<file path="src/rtl/tlib_ram.sv">
// Generic single-write, single-read synchronous RAM with registered read data.
// No dependencies.
`default_nettype none
module tlib_ram #(
  parameter int WIDTH = 8,
  parameter int DEPTH = 256,
  localparam int AW = (DEPTH > 1) ? $clog2(DEPTH) : 1
) (
  input  wire logic             clk,
  input  wire logic             we,
  input  wire logic [AW-1:0]    waddr,
  input  wire logic [WIDTH-1:0] wdata,
  input  wire logic [AW-1:0]    raddr,
  output logic      [WIDTH-1:0] rdata
);

  logic [WIDTH-1:0] mem [DEPTH];

  always_ff @(posedge clk) begin
    if (we) begin
      mem[waddr] <= wdata;
    end
    rdata <= mem[raddr];
  end

endmodule
`default_nettype wire

</file>
<file path="config.mk">
export PLATFORM = sky130hd
export DESIGN_NAME = tlib_ram
export DESIGN_NICKNAME = d
export VERILOG_FILES = /design/src/rtl/tlib_ram.sv
export SDC_FILE = /design/constraint.sdc
export NUM_CORES = 2
export LEC_CHECK = 0
export BUFFER_PORTS_ARGS = -buffer_cell sky130_fd_sc_hd__buf_2
export CAP_MARGIN = 10
export CORE_UTILIZATION = 63
export CTS_BUF_LIST = sky130_fd_sc_hd__clkbuf_8
export DETAILED_ROUTE_END_ITERATION = 10
export MAX_ROUTING_LAYER = met4
export PLACE_DENSITY_LB_ADDON = 0.2
export RECOVER_POWER = 50
export SLEW_MARGIN = 20
export SYNTH_ARGS = -nofsm -noshare
export SYNTH_HDL_FRONTEND = slang
export SYNTH_SLANG_ARGS = --single-unit
</file>
<file path="constraint.sdc">
create_clock -name clk -period 4.1 [get_ports clk]
set_input_delay 1.025 -clock clk [delete_from_list [all_inputs] [get_ports clk]]
set_output_delay 1.025 -clock clk [all_outputs]
set_load 0.02 [all_outputs]
</file>
======== Word-level counts from Yosys, hierarchy flattened ========
Memories as Yosys holds them, arrays and structs flattened. A register that Yosys moved wholly into a read port is not among the register bits.
Index checks and enable logic that the tools add are counted.
word-level totals
  register bits ........................... 0
  RAM bits ................................ 2048
  output and inout bits ................... 8
  word-level logic and storage cells ...... 3
  memories ................................ 1
cells by class
  mux-type cells .......................... 2
memory list
  memory  words  bits a word  read ports  clocked after Yosys merged registers in  write ports  RTL line  RTL
  mem     256    8            1           1                                        1            17        logic [WIDTH-1:0] mem [DEPTH];
operators with widths
  operator          number
  1-bit 2-to-1 mux  2

======== Depth between registers and ports, before layout ========
  depth in word-level cells ............... 2
  depth in mapped cells ................... 11
  depth with buffers taken out ............ 6

======== Least setup slack after synthesis ========
No wires, ideal clock.
  path kind ............................... input port to flip-flop
  start point ............................. in raddr[0]
  end point ............................... reg rdata[2] (read register of mem)
  data arrival time ....................... 2.832 ns
  required time ........................... 3.969 ns
  setup slack ............................. 1.137 ns
  stages .................................. 9
  path through ............................ buf_6 -> buf_12 -> buf_8 -> buf_2 -> mux4_2 -> a22oi_1 -> a21oi_1 -> nor4_1 -> nor4_2
RTL lines
  item                RTL line  RTL
  start: declaration  13        input wire logic [AW-1:0] raddr,
  end: declaration    14        output logic [WIDTH-1:0] rdata

======== Worst setup path after layout ========
  start point ............................. in wdata[0]
  end point ............................... mem mem[52][0], data pin
RTL lines
  item                RTL line  RTL
  start: declaration  12        input wire logic [WIDTH-1:0] wdata,
  end: declaration    17
Straight into the memory's write port.

==> metrics <==
outcome=finished, violations left; failing checks=max-capacitance violations, max-slew violations; Crit Path Category=input port to register; # hold bufs at CTS=0; Synth area leader=edfxtp_1; Reg2Reg Capture Point=rdata[4]; CTS Buf Count=329; pin slew with the least headroom to its limit=3.27 ns; Tmin final=3.54 ns; drt total wl=191000 um; Pleak=0.0287 uW; Async SR Flop Fraction=0; Main synth FF type=edfxtp_1; Die X=357 um; setup_tns=0 ns; Ports=34; sequential area share after synthesis=0.775; worst endpoint required time=4.66 ns; Via Count=40726; switching power=9080 uW; CTS clk-pin slew, worst paths=0.05 ns; sum of buffers and inverters on the critical path=2; Worst setup SP type=input port; worst reg2reg setup slack=1.19 ns; arrival time at the worst endpoint=4.10 ns; worst-path fanout max=109; initial antenna violation count=7; Cell variety after synth=55; final setup fails=0; cell-internal power=32100 uW; vias in the first global route=41577; worst r2r path cells=6; max-cap viol count=14; first-pass GRT wire length=278000 um; final hold slack=0.776 ns; Design Area, Final=0.0894 mm2; total power=41200 uW; hold wc startpoint=waddr[0]; hpwl dp=120000 um; largest net degree at the start of global routing=120; GP Congestion=0.912; Mapped Area=0.0796 mm2; drt via density=6.66; GRT overflow=0; Area contributors post-synth=edfxtp_1 77%, mux4_2 13%, mux2i_1 1.7%; critical path depth in cells=2; Final Hold Vio Count=0; RSZ-0062 raised after global routing=no; CTS tree=built; Bufs on Longest Clock Path=4; Initial Util=0.634; Crit-path slowest cell=clkbuf_2; number of setup buffers added after CTS=0; slowest stage delay, CP=1.67 ns; Final ANT Viol Nets=0; period utilization=0.864; std cell rows=130; Post-Syn Instances=3733; #FFs+latches synth=2056; mean routed wirelength per cell=31.3 um; Worst setup startpoint=wdata[0]; initial DRC count=5445; Area growth, synth to finish=12.4%; CTS sink count=2056; port bufs=33; cts repair resizes=0; Final #Nets=4248; Die Height=357 um; CP endpoint=mem[52][0]; Core Box Area=0.125 mm2; reg-to-reg startpoint=mem[64][4]; CTS H-tree depth=5; Final Skew=0.0616 ns; worst vdd ir=408 uV; Post-synth EDFFs=2048; Placed Cells incl. Taps=5541; crit end category=register; die area=0.128 mm2; sequential group share of total power=0.565; Comb power frac=0.053; fill count=7196; clock latency on the worst-skew pair=1.02 ns; DRT Pass-1 Iters=8; gr usage total=0.316; Yosys warning count=0; Max Fclk=0.282 GHz; Mean Syn Cell Area=21.3 um2; placed cell area=0.0838 mm2; CP cell instances=clkbuf_2, clkbuf_1; post-synthesis net count=3759; Sw Ratio=0.221; layout cells sized above 1=0.279; number of remaining DRC errors=0; Slew HR=-1.18; filler-free cell count of the finished design=6111; Slew Viols, Final=912; clock group share of total power=0.383; delay-heaviest family, CP=buffers and inverters; HP Class=input port to register; CTS Root Cell=clkbuf_8; PwrDens=460 mW/mm2; Synth top area share=0.773
cell usage in the layout, fill, tap and decap left out, types with 45 or more instances in the layout:
| master | synthesis | routed |
|---|---|---|
| mux4_2 | 454 | 454 |
| nor2_1 | 282 | 279 |
| o221ai_1 | 46 | 46 |
| buf_12 | 8 | 45 |
| a22oi_1 | 133 | 133 |
| edfxtp_1 | 2048 | 2048 |
| mux2i_1 | 134 | 134 |
| clkinv_1 | 1 | 73 |
| buf_4 | 27 | 296 |
| inv_1 | 1 | 103 |
| a21oi_1 | 96 | 96 |
| clkbuf_8 | 0 | 340 |
flip-flops by register name, summed over array words and instances, names as in the netlist:
| name | cells |
|---|---|
| mem | 2048 |
| rdata | 8 |
cells by family after synthesis:
kind of cell,after synthesis,synth area share
simple gates,466,0.0263
flops,2056,0.775
buf+inv,235,0.0183
compound gates,385,0.0342
mux,591,0.146
routing by layer:
layer  track usage  vias to the layer above  part of all wire
met2         0.484                     2610              0.49
met1         0.426                    20964              0.37
met4         0.121                        0             0.038
li1              -                    16724                 -
met5             -                        -                 0
met3        0.0651                      428              0.10
how the worst min path moves through the flow:
stage / slack (ns) / end / cells after the start
global placement: 1.07 / rdata[5] / 7
global route: 0.74 / mem[167][5] / 3
floorplan: 0.77 / rdata[3] / 6
detailed placement: 1.08 / rdata[0] / 5
finish: 0.78 / mem[163][5] / 3
CTS: 0.52 / mem[76][2] / 1
synth_stat cells (all sizes together), types with 22 or more instances:
master	count
nor2b	31
mux2i	134
a22oi	133
nor3	22
a21oi	96
nand3	34
nand2	33
buf	122
edfxtp	2048
nor4	27
mux4	456
nor2	282
clkbuf	111
o221ai	47
o22ai	28
through the flow:
stage               setup WS (ns)  utilization
floorplan                    1.14            -
global placement           -0.471        0.668
detailed placement         -0.118        0.668
CTS                         0.966        0.714
global route                0.379        0.713
finish                      0.559        0.713
power by group through the flow:
stage	combinational (uW)	sequential [uW]	clock, uW
after detailed placement	2180	23700	0
after floorplan	1130	23700	0
final	2170	23200	15700
after global routing	2270	23200	16800
after global placement	2110	23600	0
after CTS	2180	23200	15900
final cells by class:
| cell class | count | area [um2] | area share |
|---|---|---|---|
| Antenna cell | 7 | 17.5 | 0.000196 |
| Clock inverter | 223 | 1090 | 0.0122 |
| Multi-Input combinational cell | 1442 | 16500 | 0.185 |
| Tap cell | 1650 | 2060 | 0.0231 |
| Inverter | 2 | 7.51 | 0.0000840 |
| Clock buffer | 340 | 4680 | 0.0524 |
| Sequential cell | 2056 | 61700 | 0.690 |
| Timing Repair Buffer | 391 | 3370 | 0.0377 |
No activity file was read; power rests on OpenSTA's default activity.
